<file path="src/rtl/core/decimal_field_to_scaled_code_unit_assert.svh">
`ifndef DECIMAL_FIELD_TO_SCALED_CODE_UNIT_ASSERT_SVH
`define DECIMAL_FIELD_TO_SCALED_CODE_UNIT_ASSERT_SVH

// Assertion helpers used by the block's back-end module, dfsc_back.
`define DFSC_ASSERT_IMPL(label, clk, rst_n, ante, cons, msg) \
  label: assert property (@(posedge clk) disable iff (!rst_n) (ante) |-> (cons)) \
    else $error(msg);

`define DFSC_ASSERT_NEXT(label, clk, rst_n, ante, cons, msg) \
  label: assert property (@(posedge clk) disable iff (!rst_n) (ante) |=> (cons)) \
    else $error(msg);

`endif

</file>
<file path="src/rtl/core/dfsc_pkg.sv">
package dfsc_pkg;

  typedef struct packed {
    logic [7:0] field_char;
    logic       has_char;
    logic       last_of_field;
  } in_item_t;

  typedef struct packed {
    logic [63:0] stored_code;
    logic [2:0]  status;
    logic        missing_marker;
  } out_item_t;

  typedef enum logic [2:0] {
    PH_START   = 3'd0,
    PH_INT     = 3'd1,
    PH_FRAC    = 3'd2,
    PH_EXPSIGN = 3'd3,
    PH_EXPDIG  = 3'd4
  } phase_t;

  localparam logic [2:0] ST_OK       = 3'd0;
  localparam logic [2:0] ST_BAD      = 3'd1;
  localparam logic [2:0] ST_OFFSET   = 3'd2;
  localparam logic [2:0] ST_WIDTH    = 3'd3;
  localparam logic [2:0] ST_COLLIDE  = 3'd4;

  localparam logic [1:0] CFG_DEC     = 2'd0;
  localparam logic [1:0] CFG_OFFSET  = 2'd1;
  localparam logic [1:0] CFG_WIDTH   = 2'd2;
  localparam logic [1:0] CFG_MISSING = 2'd3;

  localparam logic [62:0] MANT_LIMIT = 63'd922337203685477579;
  localparam logic [13:0] EXP_STOP   = 14'd1000;
  localparam logic [14:0] FRAC_CAP   = 15'h7FFF;
  localparam logic [2:0]  IDX_CAP    = 3'd7;
  localparam logic [63:0] I64_MAX    = 64'h7FFF_FFFF_FFFF_FFFF;

  // Summary of a finished field, passed from parser to scaler.
  typedef struct packed {
    logic        is_mark;
    logic        bad;
    logic        negative;
    logic        round_up;
    logic [62:0] mantissa;
    logic signed [16:0] shift;
  } job_t;

  typedef enum logic [2:0] {
    BK_IDLE = 3'd0,
    BK_MUL  = 3'd1,
    BK_DIV  = 3'd2,
    BK_OFS  = 3'd3,
    BK_OUT  = 3'd4
  } back_t;

  function automatic logic [63:0] ten_pow(input logic [4:0] k);
    logic [63:0] r;
    case (k)
      5'd0:  r = 64'd1;
      5'd1:  r = 64'd10;
      5'd2:  r = 64'd100;
      5'd3:  r = 64'd1000;
      5'd4:  r = 64'd10000;
      5'd5:  r = 64'd100000;
      5'd6:  r = 64'd1000000;
      5'd7:  r = 64'd10000000;
      5'd8:  r = 64'd100000000;
      5'd9:  r = 64'd1000000000;
      5'd10: r = 64'd10000000000;
      5'd11: r = 64'd100000000000;
      5'd12: r = 64'd1000000000000;
      5'd13: r = 64'd10000000000000;
      5'd14: r = 64'd100000000000000;
      5'd15: r = 64'd1000000000000000;
      5'd16: r = 64'd10000000000000000;
      5'd17: r = 64'd100000000000000000;
      5'd18: r = 64'd1000000000000000000;
      default: r = 64'd1;
    endcase
    return r;
  endfunction

  // Largest mantissa that can be scaled up by 10^k without passing INT64_MAX.
  function automatic logic [63:0] mul_limit(input logic [4:0] k);
    logic [63:0] r;
    case (k)
      5'd0:  r = I64_MAX;
      5'd1:  r = I64_MAX / 64'd10;
      5'd2:  r = I64_MAX / 64'd100;
      5'd3:  r = I64_MAX / 64'd1000;
      5'd4:  r = I64_MAX / 64'd10000;
      5'd5:  r = I64_MAX / 64'd100000;
      5'd6:  r = I64_MAX / 64'd1000000;
      5'd7:  r = I64_MAX / 64'd10000000;
      5'd8:  r = I64_MAX / 64'd100000000;
      5'd9:  r = I64_MAX / 64'd1000000000;
      5'd10: r = I64_MAX / 64'd10000000000;
      5'd11: r = I64_MAX / 64'd100000000000;
      5'd12: r = I64_MAX / 64'd1000000000000;
      5'd13: r = I64_MAX / 64'd10000000000000;
      5'd14: r = I64_MAX / 64'd100000000000000;
      5'd15: r = I64_MAX / 64'd1000000000000000;
      5'd16: r = I64_MAX / 64'd10000000000000000;
      5'd17: r = I64_MAX / 64'd100000000000000000;
      5'd18: r = I64_MAX / 64'd1000000000000000000;
      default: r = 64'd0;
    endcase
    return r;
  endfunction

endpackage

</file>
<file path="src/rtl/core/dfsc_front.sv">
module dfsc_front
  import dfsc_pkg::*;
(
  input  logic      clk,
  input  logic      rst_n,
  input  logic      in_valid,
  output logic      in_ready,
  input  in_item_t  in_data,
  input  logic [4:0] decimal_places,
  output logic      job_valid,
  input  logic      job_ready,
  output job_t      job
);

  phase_t      phase_r, phase_nxt;
  logic        neg_r, neg_nxt;
  logic [62:0] mant_r, mant_nxt;
  logic [14:0] frac_r, frac_nxt;
  logic        dseen_r, dseen_nxt;
  logic        rup_r, rup_nxt;
  logic        closed_r, closed_nxt;
  logic [13:0] exp_r, exp_nxt;
  logic        eneg_r, eneg_nxt;
  logic        eseen_r, eseen_nxt;
  logic [4:0]  cand_r, cand_nxt;
  logic [2:0]  idx_r, idx_nxt;
  logic        bad_r, bad_nxt;
  logic        jv_r;
  job_t        job_r, job_nxt;

  logic [7:0]  c, uc;
  logic        is_digit, is_e, is_sign;
  logic [3:0]  d;
  logic        fire, mark;
  logic [62:0] m10;
  logic signed [16:0] sh;

  function automatic logic [7:0] mchar(input int k, input logic [2:0] i);
    logic [7:0] r;
    r = 8'd0;
    case (k)
      0: r = (i == 3'd0) ? 8'h2E : 8'd0;
      1: r = (i == 3'd0) ? 8'h4E : (i == 3'd1) ? 8'h41 : 8'd0;
      2: r = (i == 3'd0) ? 8'h4E : (i == 3'd1) ? 8'h2F : (i == 3'd2) ? 8'h41 : 8'd0;
      3: r = (i == 3'd0) ? 8'h4E : (i == 3'd1) ? 8'h41 : (i == 3'd2) ? 8'h4E : 8'd0;
      default: r = (i == 3'd0) ? 8'h4E : (i == 3'd1) ? 8'h55 :
                   (i == 3'd2) ? 8'h4C : (i == 3'd3) ? 8'h4C : 8'd0;
    endcase
    return r;
  endfunction

  function automatic logic [2:0] mlen(input int k);
    case (k)
      0: return 3'd1;
      1: return 3'd2;
      2: return 3'd3;
      3: return 3'd3;
      default: return 3'd4;
    endcase
  endfunction

  assign in_ready  = !jv_r || job_ready;
  assign fire      = in_valid && in_ready;
  assign job_valid = jv_r;
  assign job       = job_r;

  always_comb begin
    c        = in_data.field_char;
    uc       = (c >= 8'h61 && c <= 8'h7A) ? c - 8'h20 : c;
    is_digit = c >= 8'h30 && c <= 8'h39;
    d        = c[3:0];
    is_e     = c == 8'h65 || c == 8'h45;
    is_sign  = c == 8'h2B || c == 8'h2D;
    m10      = mant_r * 63'd10 + 63'(d);

    phase_nxt = phase_r; neg_nxt = neg_r; mant_nxt = mant_r; frac_nxt = frac_r;
    dseen_nxt = dseen_r; rup_nxt = rup_r; closed_nxt = closed_r; exp_nxt = exp_r;
    eneg_nxt = eneg_r; eseen_nxt = eseen_r; cand_nxt = cand_r; idx_nxt = idx_r;
    bad_nxt = bad_r;

    if (in_data.has_char) begin
      for (int k = 0; k < 5; k++) begin
        if (idx_r >= mlen(k) || mchar(k, idx_r) != uc) cand_nxt[k] = 1'b0;
      end
      if (idx_r < IDX_CAP) idx_nxt = idx_r + 3'd1;
      if (!bad_r) begin
        case (phase_r)
          PH_START, PH_INT: begin
            if (is_sign && phase_r == PH_START) begin
              neg_nxt = c == 8'h2D;
              phase_nxt = PH_INT;
            end else if (is_digit) begin
              if (mant_r > MANT_LIMIT) bad_nxt = 1'b1;
              else begin
                mant_nxt = m10;
                dseen_nxt = 1'b1;
              end
              phase_nxt = PH_INT;
            end else if (c == 8'h2E) phase_nxt = PH_FRAC;
            else if (is_e) phase_nxt = PH_EXPSIGN;
            else bad_nxt = 1'b1;
          end
          PH_FRAC: begin
            if (is_digit) begin
              if (!closed_r && mant_r > MANT_LIMIT) begin
                closed_nxt = 1'b1;
                rup_nxt = d >= 4'd5;
              end else if (!closed_r) begin
                mant_nxt = m10;
                if (frac_r < FRAC_CAP) frac_nxt = frac_r + 15'd1;
              end
              dseen_nxt = 1'b1;
            end else if (is_e) phase_nxt = PH_EXPSIGN;
            else bad_nxt = 1'b1;
          end
          PH_EXPSIGN, PH_EXPDIG: begin
            if (is_sign && phase_r == PH_EXPSIGN) begin
              eneg_nxt = c == 8'h2D;
              phase_nxt = PH_EXPDIG;
            end else if (is_digit) begin
              if (exp_r < EXP_STOP) exp_nxt = exp_r * 14'd10 + 14'(d);
              eseen_nxt = 1'b1;
              phase_nxt = PH_EXPDIG;
            end else bad_nxt = 1'b1;
          end
          default: bad_nxt = 1'b1;
        endcase
      end
    end

    mark = idx_nxt == 3'd0;
    for (int k = 0; k < 5; k++) begin
      if (cand_nxt[k] && idx_nxt == mlen(k)) mark = 1'b1;
    end
    sh = 17'(decimal_places) - $signed({2'b00, frac_nxt}) +
         (eneg_nxt ? -$signed({3'b000, exp_nxt}) : $signed({3'b000, exp_nxt}));
    job_nxt.is_mark  = mark;
    job_nxt.bad      = bad_nxt || idx_nxt == 3'd0 || !dseen_nxt ||
                       phase_nxt == PH_EXPSIGN || (phase_nxt == PH_EXPDIG && !eseen_nxt) ||
                       decimal_places > 5'd18;
    job_nxt.negative = neg_nxt;
    job_nxt.round_up = rup_nxt;
    job_nxt.mantissa = mant_nxt;
    job_nxt.shift    = sh;
  end

  always_ff @(posedge clk) begin
    if (!rst_n) begin
      jv_r <= 1'b0;
      phase_r <= PH_START; neg_r <= 1'b0; mant_r <= '0; frac_r <= '0;
      dseen_r <= 1'b0; rup_r <= 1'b0; closed_r <= 1'b0; exp_r <= '0;
      eneg_r <= 1'b0; eseen_r <= 1'b0; cand_r <= 5'h1F; idx_r <= '0; bad_r <= 1'b0;
    end else begin
      if (job_ready) jv_r <= 1'b0;
      if (fire) begin
        if (in_data.last_of_field) begin
          jv_r <= 1'b1;
          job_r <= job_nxt;
          phase_r <= PH_START; neg_r <= 1'b0; mant_r <= '0; frac_r <= '0;
          dseen_r <= 1'b0; rup_r <= 1'b0; closed_r <= 1'b0; exp_r <= '0;
          eneg_r <= 1'b0; eseen_r <= 1'b0; cand_r <= 5'h1F; idx_r <= '0; bad_r <= 1'b0;
        end else begin
          phase_r <= phase_nxt; neg_r <= neg_nxt; mant_r <= mant_nxt; frac_r <= frac_nxt;
          dseen_r <= dseen_nxt; rup_r <= rup_nxt; closed_r <= closed_nxt; exp_r <= exp_nxt;
          eneg_r <= eneg_nxt; eseen_r <= eseen_nxt; cand_r <= cand_nxt; idx_r <= idx_nxt;
          bad_r <= bad_nxt;
        end
      end
    end
  end

endmodule

</file>
<file path="src/rtl/core/dfsc_back.sv">
module dfsc_back
  import dfsc_pkg::*;
(
  input  logic        clk,
  input  logic        rst_n,
  input  logic        job_valid,
  output logic        job_ready,
  input  job_t        job,
  input  logic [63:0] value_offset,
  input  logic [1:0]  width_code,
  input  logic        missing_enabled,
  output logic        out_valid,
  input  logic        out_ready,
  output out_item_t   out_data
);

  `include "decimal_field_to_scaled_code_unit_assert.svh"

  back_t       st_r, st_nxt;
  logic [63:0] m_r, m_nxt;
  logic [63:0] sc_r, sc_nxt;
  logic [63:0] q_r, q_nxt;
  logic [63:0] rem_r, rem_nxt;
  logic [6:0]  cnt_r, cnt_nxt;
  logic        neg_r, neg_nxt;
  logic [63:0] mag_r, mag_nxt;
  out_item_t   res_r, res_nxt;

  logic [63:0] maxv, sv, off, sum, trial;
  logic [4:0]  sh5;
  logic [16:0] nsh;

  always_comb begin
    case (width_code)
      2'd0: maxv = 64'hFF;
      2'd1: maxv = 64'hFFFF;
      2'd2: maxv = 64'hFFFF_FFFF;
      default: maxv = '1;
    endcase
  end

  assign job_ready = st_r == BK_IDLE;
  assign out_valid = st_r == BK_OUT;
  assign out_data  = res_r;

  always_comb begin
    st_nxt = st_r; m_nxt = m_r; sc_nxt = sc_r; q_nxt = q_r; rem_nxt = rem_r;
    cnt_nxt = cnt_r; neg_nxt = neg_r; mag_nxt = mag_r; res_nxt = res_r;
    nsh = -job.shift;
    sh5 = 5'd0;
    trial = {rem_r[62:0], q_r[63]};
    sv = neg_r ? -mag_r : mag_r;
    off = value_offset;
    sum = sv + off;
    case (st_r)
      BK_IDLE: begin
        if (job_valid) begin
          res_nxt = '0;
          neg_nxt = job.negative;
          if (missing_enabled && job.is_mark) begin
            res_nxt.stored_code = maxv;
            res_nxt.missing_marker = 1'b1;
            st_nxt = BK_OUT;
          end else if (job.bad) begin
            res_nxt.status = ST_BAD;
            st_nxt = BK_OUT;
          end else if (job.mantissa == 63'd0) begin
            mag_nxt = '0;
            st_nxt = BK_OFS;
          end else if (!job.shift[16]) begin
            if (job.shift > 17'sd18) begin
              res_nxt.status = ST_BAD;
              st_nxt = BK_OUT;
            end else begin
              sh5 = job.shift[4:0];
              m_nxt = {1'b0, job.mantissa} + 64'(job.round_up);
              if (m_nxt > mul_limit(sh5)) begin
                res_nxt.status = ST_BAD;
                st_nxt = BK_OUT;
              end else begin
                cnt_nxt = {2'b00, sh5};
                st_nxt = BK_MUL;
              end
            end
          end else if (nsh <= 17'sd18) begin
            sh5 = nsh[4:0];
            sc_nxt = ten_pow(sh5);
            q_nxt = {1'b0, job.mantissa};
            rem_nxt = '0;
            cnt_nxt = 7'd64;
            st_nxt = BK_DIV;
          end else begin
            mag_nxt = (nsh == 17'sd19 && {1'b0, job.mantissa} >= 64'd5000000000000000000)
                      ? 64'd1 : 64'd0;
            st_nxt = BK_OFS;
          end
        end
      end
      BK_MUL: begin
        if (cnt_r != 7'd0) begin
          m_nxt = {m_r[60:0], 3'b000} + {m_r[62:0], 1'b0};
          cnt_nxt = cnt_r - 7'd1;
        end else begin
          mag_nxt = m_r;
          st_nxt = BK_OFS;
        end
      end
      BK_DIV: begin
        if (cnt_r != 7'd0) begin
          if (trial >= sc_r) begin
            rem_nxt = trial - sc_r;
            q_nxt = {q_r[62:0], 1'b1};
          end else begin
            rem_nxt = trial;
            q_nxt = {q_r[62:0], 1'b0};
          end
          cnt_nxt = cnt_r - 7'd1;
        end else begin
          mag_nxt = (rem_r >= (sc_r >> 1)) ? q_r + 64'd1 : q_r;
          st_nxt = BK_OFS;
        end
      end
      BK_OFS: begin
        if (!sv[63] && sv != 0 && !off[63] && sum[63]) res_nxt.status = ST_OFFSET;
        else if (sv[63] && off[63] && !sum[63]) res_nxt.status = ST_OFFSET;
        else if (sum[63] || sum > maxv) res_nxt.status = ST_WIDTH;
        else if (missing_enabled && sum == maxv) res_nxt.status = ST_COLLIDE;
        else res_nxt.stored_code = sum;
        st_nxt = BK_OUT;
      end
      BK_OUT: begin
        if (out_ready) st_nxt = BK_IDLE;
      end
      default: st_nxt = BK_IDLE;
    endcase
  end

  always_ff @(posedge clk) begin
    if (!rst_n) begin
      st_r <= BK_IDLE;
    end else begin
      st_r <= st_nxt;
    end
  end

  always_ff @(posedge clk) begin
    m_r <= m_nxt; sc_r <= sc_nxt; q_r <= q_nxt; rem_r <= rem_nxt; cnt_r <= cnt_nxt;
    neg_r <= neg_nxt; mag_r <= mag_nxt; res_r <= res_nxt;
  end

  `DFSC_ASSERT_IMPL(a_ok_zero_status, clk, rst_n,
    out_valid && out_data.status != ST_OK, out_data.stored_code == 64'd0,
    "Failing result carries a nonzero code.")
  `DFSC_ASSERT_IMPL(a_marker_ok, clk, rst_n,
    out_valid && out_data.missing_marker, out_data.status == ST_OK,
    "Missing marker with nonzero status.")
  `DFSC_ASSERT_NEXT(a_hold, clk, rst_n,
    out_valid && !out_ready, out_valid && $stable(out_data),
    "Result changed while stalled.")

endmodule

</file>
<file path="src/rtl/core/decimal_field_to_scaled_code_unit.sv">
// Converts one decimal text field, one character per input beat, into an
// unsigned scaled code. The parser takes one character per cycle, but it
// stalls while a finished field waits for the busy scaler; after the final
// beat the scaler multiplies by up to 10^18, or divides the value down with
// a 64-step restoring divider, and a one-entry queue lets the parser take
// the next field meanwhile.
module decimal_field_to_scaled_code_unit
  import dfsc_pkg::*;
(
  input  logic        clk,
  input  logic        rst_n,
  input  logic        in_valid,
  output logic        in_ready,
  input  in_item_t    in_data,
  output logic        out_valid,
  input  logic        out_ready,
  output out_item_t   out_data,
  input  logic        cfg_we,
  input  logic [1:0]  cfg_index,
  input  logic [63:0] cfg_wdata
);

  logic [4:0]  dec_r;
  logic [63:0] ofs_r;
  logic [1:0]  wid_r;
  logic        miss_r;
  logic        job_valid, job_ready;
  job_t        job;

  always_ff @(posedge clk) begin
    if (!rst_n) begin
      dec_r <= '0; ofs_r <= '0; wid_r <= '0; miss_r <= 1'b0;
    end else if (cfg_we) begin
      case (cfg_index)
        CFG_DEC:     dec_r  <= cfg_wdata[4:0];
        CFG_OFFSET:  ofs_r  <= cfg_wdata;
        CFG_WIDTH:   wid_r  <= cfg_wdata[1:0];
        CFG_MISSING: miss_r <= cfg_wdata[0];
        default: ;
      endcase
    end
  end

  dfsc_front u_front (
    .clk, .rst_n, .in_valid, .in_ready, .in_data,
    .decimal_places(dec_r), .job_valid, .job_ready, .job
  );

  dfsc_back u_back (
    .clk, .rst_n, .job_valid, .job_ready, .job,
    .value_offset(ofs_r), .width_code(wid_r), .missing_enabled(miss_r),
    .out_valid, .out_ready, .out_data
  );

endmodule

</file>
<file path="config.mk">
export PLATFORM = sky130hd
export DESIGN_NAME = decimal_field_to_scaled_code_unit
export DESIGN_NICKNAME = d
export VERILOG_FILES = /design/src/rtl/core/dfsc_pkg.sv /design/src/rtl/core/dfsc_front.sv /design/src/rtl/core/dfsc_back.sv /design/src/rtl/core/decimal_field_to_scaled_code_unit.sv
export VERILOG_INCLUDE_DIRS = /design/src /design/src/rtl/core
export SDC_FILE = /design/constraint.sdc
export NUM_CORES = 2
export LEC_CHECK = 0
export ABC_CLOCK_PERIOD_IN_PS = 16200
export BUFFER_PORTS_ARGS = -buffer_cell sky130_fd_sc_hd__buf_2
export CAP_MARGIN = 5
export CORE_ASPECT_RATIO = 1.25
export CORE_MARGIN = 8
export CORE_UTILIZATION = 25
export DETAILED_ROUTE_END_ITERATION = 10
export GPL_ROUTABILITY_DRIVEN = 0
export PLACE_DENSITY = 0.5
export SLEW_MARGIN = 20
export SYNTH_ARGS = -nofsm -noshare
export SYNTH_HDL_FRONTEND = slang
export SYNTH_SLANG_ARGS = --single-unit
</file>
<file path="constraint.sdc">
create_clock -name clk -period 16.2 [get_ports clk]
set_clock_uncertainty 0.05 [all_clocks]
set_input_delay 4.05 -clock clk [delete_from_list [all_inputs] [get_ports clk]]
set_output_delay 4.05 -clock clk [all_outputs]
set_load 0.1 [all_outputs]
</file>
==> report_table.html <==
<table>
<tr><th>Metric</th><th>Value</th></tr>
<tr><th colspan="2">Timing</th></tr>
<tr><td>Fraction of the cycle the final worst path needs</td><td>between 60% and 70%</td></tr>
<tr><td>Final worst path period need</td><td>just under 10,000 ps</td></tr>
<tr><td>Peak clock frequency supported by timing</td><td>~0.10 GHz</td></tr>
<tr><td>Crit path setup slack, layout</td><td>6250 ps</td></tr>
<tr><td>Final total negative setup slack</td><td>0 ps</td></tr>
<tr><td>Setup repair after global routing missed its margin</td><td>false</td></tr>
<tr><td>Final setup viols</td><td>0</td></tr>
<tr><td>Number of max-slew violations in the final report</td><td>0</td></tr>
<tr><td>Hold Fails Final Rpt</td><td>0</td></tr>
<tr><td>Pin slew with the least headroom to its limit</td><td>approximately 1100 ps</td></tr>
<tr><td>Relative slew slack</td><td>25.9%</td></tr>
<tr><th colspan="2">Run</th></tr>
<tr><td>Maxcap violations</td><td>0</td></tr>
<tr><th colspan="2">Hold path</th></tr>
<tr><td>Critical hold path startpoint</td><td>u_front.cand_r[1]$_SDFFE_PN1P_</td></tr>
<tr><td>Worst Hold Endpoint</td><td>u_front.cand_r[1]$_SDFFE_PN1P_</td></tr>
<tr><td>Class of the most critical hold timing path</td><td>register to register</td></tr>
<tr><td>Cell count of the worst hold path</td><td>2</td></tr>
<tr><th colspan="2">Clocking</th></tr>
<tr><td>Level count of the clock H-tree</td><td>3</td></tr>
<tr><td>Inserted Clock Buffers</td><td>85</td></tr>
<tr><td>Number of buffers inserted for hold repair after clock tree synthesis</td><td>0</td></tr>
<tr><td>Maximum buffer depth of the clock tree</td><td>3</td></tr>
<tr><td>Root buffer selected by CTS</td><td>sky130_fd_sc_hd__clkbuf_16</td></tr>
<tr><td>Worst-Skew Late Latency</td><td>690 ps</td></tr>
<tr><td>TritonCTS clock tree</td><td>done</td></tr>
<tr><td>Number of buffers inserted to repair setup after CTS</td><td>0</td></tr>
<tr><td>PostCTS Resize Cnt</td><td>0</td></tr>
<tr><td>Clock input transition at the sequential cells of the worst setup and hold paths</td><td>~60 ps</td></tr>
<tr><td>CTS sink cnt</td><td>just over 700</td></tr>
<tr><th colspan="2">Power and ir drop</th></tr>
<tr><td>Psw</td><td>1.23 mW</td></tr>
<tr><td>Part of the power in combinational logic</td><td>12.4%</td></tr>
<tr><td>Leakage Power</td><td>25.1 nW</td></tr>
<tr><td>Maximum resistive drop on vdd</td><td>roughly 0.000067 V</td></tr>
<tr><td>Cell-internal power</td><td>3.31 mW</td></tr>
<tr><td>Power density relative to cell area</td><td>around 72 nW/µm²</td></tr>
<tr><td>Net switching share of the total power</td><td>between 20% and 30%</td></tr>
<tr><td>Final Power</td><td>between 4 and 5 mW</td></tr>
<tr><td>Sequential share of power</td><td>about 44%</td></tr>
<tr><td>Proportion of power drawn by the clock network</td><td>a little over two fifths</td></tr>
<tr><th colspan="2">Logic synthesis</th></tr>
<tr><td>Cell area after synthesis</td><td>~57,000 µm²</td></tr>
<tr><td>Top area cells in the synthesized netlist</td><td>sky130_fd_sc_hd__edfxtp_1, sky130_fd_sc_hd__ha_1, sky130_fd_sc_hd__dfxtp_1</td></tr>
<tr><td>Number of warning messages in the yosys log</td><td>0</td></tr>
<tr><td>Mapped Nets</td><td>roughly 7,300</td></tr>
<tr><td>Number of enable-type register cells in the synthesized netlist</td><td>467</td></tr>
<tr><td>Share of Yosys cell area claimed by the top area cell type</td><td>24.8%</td></tr>
<tr><td>Top_reg_cell synth</td><td>sky130_fd_sc_hd__edfxtp_1</td></tr>
<tr><td>FF+latch count, synth</td><td>705</td></tr>
<tr><td>Register area share after synthesis</td><td>about 33%</td></tr>
<tr><td>Largest area contributor in the netlist</td><td>sky130_fd_sc_hd__edfxtp_1</td></tr>
<tr><td>Avg Inst Size Synth</td><td>8.42 µm²</td></tr>
<tr><td>Async set-or-reset flop fraction in the synthesized netlist</td><td>0%</td></tr>
<tr><td>Number of distinct library cells after synthesis</td><td>~110</td></tr>
<tr><td>Post-synthesis instance total</td><td>roughly 6,700</td></tr>
<tr><th colspan="2">Detailed routing</th></tr>
<tr><td>DR iter-0 viols</td><td>3,458</td></tr>
<tr><td>Final antenna-violating net count</td><td>0</td></tr>
<tr><td>Sum of routed wire segments on met1</td><td>82,900 µm</td></tr>
<tr><td>Total wire length</td><td>about 180,000 µm</td></tr>
<tr><td>Per-cell routed wire length</td><td>18.3 µm</td></tr>
<tr><td>Total met2 wirelength after detailed routing</td><td>slightly above 80,000 µm</td></tr>
<tr><td>Total DRC errors in the routed layout</td><td>0</td></tr>
<tr><td>Routed vias/inst</td><td>about 5</td></tr>
<tr><td>Via count</td><td>just under 50,000</td></tr>
<tr><td>Router iterations before antenna repair</td><td>5</td></tr>
<tr><td>Top routing layer in use</td><td>met5</td></tr>
<tr><td>Routed length on met3</td><td>between 7000 and 8000 µm</td></tr>
<tr><th colspan="2">Global route</th></tr>
<tr><td>Total grt overflow</td><td>0</td></tr>
<tr><td>Largest net degree at the start of global routing</td><td>173</td></tr>
<tr><td>GR Util All Layers</td><td>14.1%</td></tr>
<tr><td>Number of global-route vias before repair</td><td>approximately 48,000</td></tr>
<tr><td>First-pass GRT wire length</td><td>about 280,000 µm</td></tr>
<tr><td>Initial antenna violation count</td><td>7</td></tr>
<tr><th colspan="2">Placed design</th></tr>
<tr><td>Placement Setup Slack</td><td>approximately 5700 ps</td></tr>
<tr><td>Port buffer count</td><td>150</td></tr>
<tr><td>Instance area after placement</td><td>between 60,000 and 70,000 µm²</td></tr>
<tr><td>HPWL Detailed</td><td>roughly 140,000 µm</td></tr>
<tr><th colspan="2">Die</th></tr>
<tr><td>I/O pin count</td><td>151</td></tr>
<tr><td>Die extent in y</td><td>approximately 550 µm</td></tr>
<tr><td>Area enclosed by the die boundary</td><td>242,000 µm²</td></tr>
<tr><td># rows</td><td>around 200</td></tr>
<tr><td>Initial core utilization</td><td>between 20% and 30%</td></tr>
<tr><td>Horizontal extent of the die</td><td>about 440 µm</td></tr>
<tr><td>Placeable core area</td><td>~230,000 µm²</td></tr>
<tr><th colspan="2">Critical path</th></tr>
<tr><td>Critical Path Fanout Max</td><td>13</td></tr>
<tr><td>Logic depth of the worst register-to-register path</td><td>31</td></tr>
<tr><td>Endpoint arrival time on the critical path</td><td>around 10,000 ps</td></tr>
<tr><td>Register-to-register path setup slack</td><td>approximately 6400 ps</td></tr>
<tr><td>Worst Path Required</td><td>around 17,000 ps</td></tr>
<tr><td>Largest delay share family, worst path</td><td>compound AO/OA/AOI/OAI gates</td></tr>
<tr><td>Sum of buffers and inverters on the critical path</td><td>3</td></tr>
<tr><td>Category of the critical setup timing path</td><td>input pin to register</td></tr>
<tr><td>Cell type of the slowest stage on the worst timing path</td><td>sky130_fd_sc_hd__nor3b_1</td></tr>
<tr><td>Worst Setup Start Kind</td><td>input pin</td></tr>
<tr><td>Type of element capturing the critical path</td><td>register</td></tr>
<tr><td>Reg-to-Reg Start</td><td>u_back.mag_r[5]$_SDFFCE_PP0P_</td></tr>
<tr><td>CP cell instances</td><td>buf_2, nor3b_1, and3_1, buf_4, nand3_1, nor3b_1, buf_4, mux2i_1, ha_1, a21o_1, a21o_1, a21oi_1, o21bai_1, a2111oi_0, a31oi_1, xor2_1, ha_1, a211o_1, a2111oi_0, o311ai_0, a21o_1, a21oi_1, xnor2_1</td></tr>
<tr><td>Peak per-stage delay on the critical path</td><td>around 750 ps</td></tr>
<tr><td>Most prevalent standard cell on the critical path</td><td>sky130_fd_sc_hd__a21o_1</td></tr>
<tr><td>Terminus of the critical flop-to-flop path</td><td>u_back.out_data[66]$_DFFE_PP_</td></tr>
<tr><th colspan="2">Outcome</th></tr>
<tr><td>Status</td><td>finished clean</td></tr>
<tr><th colspan="2">Final layout</th></tr>
<tr><td>Nets</td><td>7,314</td></tr>
<tr><td>Area Growth Syn to Fin</td><td>12.0%</td></tr>
<tr><td>Fraction of layout instances using a drive strength above 1</td><td>7.12%</td></tr>
<tr><td>Post-Layout Inst Area</td><td>about 63,000 µm²</td></tr>
</table>
==> routing by layer <==
layer | GRT usage [%] | vias to the layer above
met5 | 0 | -
met4 | 5.09 | 2
met3 | 1.26 | 256
met2 | 23.5 | 1162
met1 | 19.0 | 23336
li1 | - | 24460
==> synth_stat cells, types with 14 or more instances <==
master                        n
sky130_fd_sc_hd__and3_1      73
sky130_fd_sc_hd__nor2b_1    101
sky130_fd_sc_hd__a31oi_1     50
sky130_fd_sc_hd__a211oi_1    43
sky130_fd_sc_hd__mux2i_1     32
sky130_fd_sc_hd__o21ai_1     14
sky130_fd_sc_hd__o211ai_1    38
sky130_fd_sc_hd__o21bai_1    51
sky130_fd_sc_hd__or3_1       59
sky130_fd_sc_hd__a221oi_1    14
sky130_fd_sc_hd__clkbuf_1   257
sky130_fd_sc_hd__nor2_1     458
sky130_fd_sc_hd__or4_1       35
sky130_fd_sc_hd__nor4_1      65
sky130_fd_sc_hd__a21oi_1    482
sky130_fd_sc_hd__a32o_1      15
sky130_fd_sc_hd__nor3_1     126
sky130_fd_sc_hd__ha_1       503
sky130_fd_sc_hd__o21a_1      48
sky130_fd_sc_hd__nand2b_1    62
sky130_fd_sc_hd__nand3_1    177
sky130_fd_sc_hd__a22oi_1     48
sky130_fd_sc_hd__o21ai_0    441
sky130_fd_sc_hd__xnor2_1    314
sky130_fd_sc_hd__nand3b_1    16
sky130_fd_sc_hd__buf_2       15
sky130_fd_sc_hd__dfxtp_1    238
sky130_fd_sc_hd__a21o_1     218
sky130_fd_sc_hd__nor3b_1     23
sky130_fd_sc_hd__a21boi_0    89
sky130_fd_sc_hd__or2_2       24
sky130_fd_sc_hd__a22o_1      16
sky130_fd_sc_hd__inv_1      232
sky130_fd_sc_hd__a211o_1     16
sky130_fd_sc_hd__xor2_1     217
sky130_fd_sc_hd__and4_1      31
sky130_fd_sc_hd__nand2_1   1058
sky130_fd_sc_hd__o31ai_1     42
sky130_fd_sc_hd__edfxtp_1   467
sky130_fd_sc_hd__and2_1      72
sky130_fd_sc_hd__mux2_2      17
sky130_fd_sc_hd__o22ai_1     21
sky130_fd_sc_hd__nand4_1    122
sky130_fd_sc_hd__buf_1       18
==> worst max path at each step <==
stage,start,endpoint,slack (ps),depth (start not counted)
after floorplan,u_front.job[0]$_DFFE_PP_,u_back.q_r[0]$_DFFE_PP_,5960,11
after global placement,in_data[7],u_front.job[16]$_DFFE_PP_,5840,24
after detailed placement,in_data[7],u_front.job[16]$_DFFE_PP_,5730,23
after CTS,in_data[7],u_front.job[16]$_DFFE_PP_,6420,23
after global routing,in_data[7],u_front.job[16]$_DFFE_PP_,5770,23
final,in_data[7],u_front.job[16]$_DFFE_PP_,6250,23
==> area by class of cell <==
cell class,instances,area [µm²]
diodes,1,2.50
clock buffers,114,2490
clock inverters,46,394
fillers,24138,162000
inverters,232,872
multi-input cells,5488,35900
flip-flops and latches,705,18800
well taps,2955,3700
repair buffers,209,1210
==> metrics by stage <==
stage	hold slack, ps	utilization (%)	std cells
after global placement	398	26.8	9589
after detailed placement	402	26.8	9589
after global routing	431	28.1	9750
after CTS	413	28.1	9749
after floorplan	350	-	6717
final	407	28.1	9750
==> power by group through the flow <==
stage | Combinational (mW) | Sequential [mW] | Clock [mW]
6_report | 0.564 | 2.00 | 1.98
5_1_grt | 0.625 | 2.01 | 2.10
4_1_cts | 0.562 | 2.00 | 2.04
3_5_place_dp | 0.559 | 2.04 | 0
3_3_place_gp | 0.551 | 2.04 | 0
2_1_floorplan | 0.376 | 2.06 | 0
==> worst min-delay path: cells and delay by family, from the launching register on <==
kind	cells	cell delay, ps
AND/OR/NAND/NOR	2	100
flip-flops	1	320
==> cell usage in the layout (no fill, tap or decap), types with 122 or more instances in the layout <==
| cell | instances |
|---|---|
| sky130_fd_sc_hd__xor2_1 | 217 |
| sky130_fd_sc_hd__nor3_1 | 124 |
| sky130_fd_sc_hd__inv_1 | 231 |
| sky130_fd_sc_hd__ha_1 | 503 |
| sky130_fd_sc_hd__nor2_1 | 455 |
| sky130_fd_sc_hd__a21oi_1 | 480 |
| sky130_fd_sc_hd__xnor2_1 | 314 |
| sky130_fd_sc_hd__o21ai_0 | 441 |
| sky130_fd_sc_hd__dfxtp_1 | 238 |
| sky130_fd_sc_hd__buf_2 | 149 |
| sky130_fd_sc_hd__a21o_1 | 218 |
| sky130_fd_sc_hd__edfxtp_1 | 467 |
| sky130_fd_sc_hd__nand4_1 | 122 |
| sky130_fd_sc_hd__nand2_1 | 1056 |
| sky130_fd_sc_hd__nand3_1 | 177 |
==> sequential cells by signal (all words and copies together), names as in the netlist, 3 cells and up, named ones only <==
signal           flops
dec_r                5
ofs_r               64
u_back.cnt_r         7
u_back.m_r          64
u_back.mag_r        64
u_back.out_data     68
u_back.q_r          64
u_back.rem_r        64
u_back.sc_r         51
u_back.st_r          3
u_front.cand_r       5
u_front.exp_r       14
u_front.frac_r      15
u_front.idx_r        3
u_front.job         84
u_front.mant_r      63
u_front.phase_r      3
==> cell families (layout without fill, tap and decap cells) <==
kind of cell / count (synthesis) / count (layout) / synth area share [%]
DFF: 705 / 705 / 33.2
other: 0 / 1 / 0
and+or+nand+nor: 2580 / 2580 / 22.0
adders and majority gates: 512 / 512 / 11.5
muxes: 49 / 49 / 0.905
AOI/OAI and AO/OA: 1816 / 1816 / 20.6
buffers and inverters: 524 / 601 / 3.53
xor gates and xnor gates: 531 / 531 / 8.23
Power figures use the tool's default switching activity.
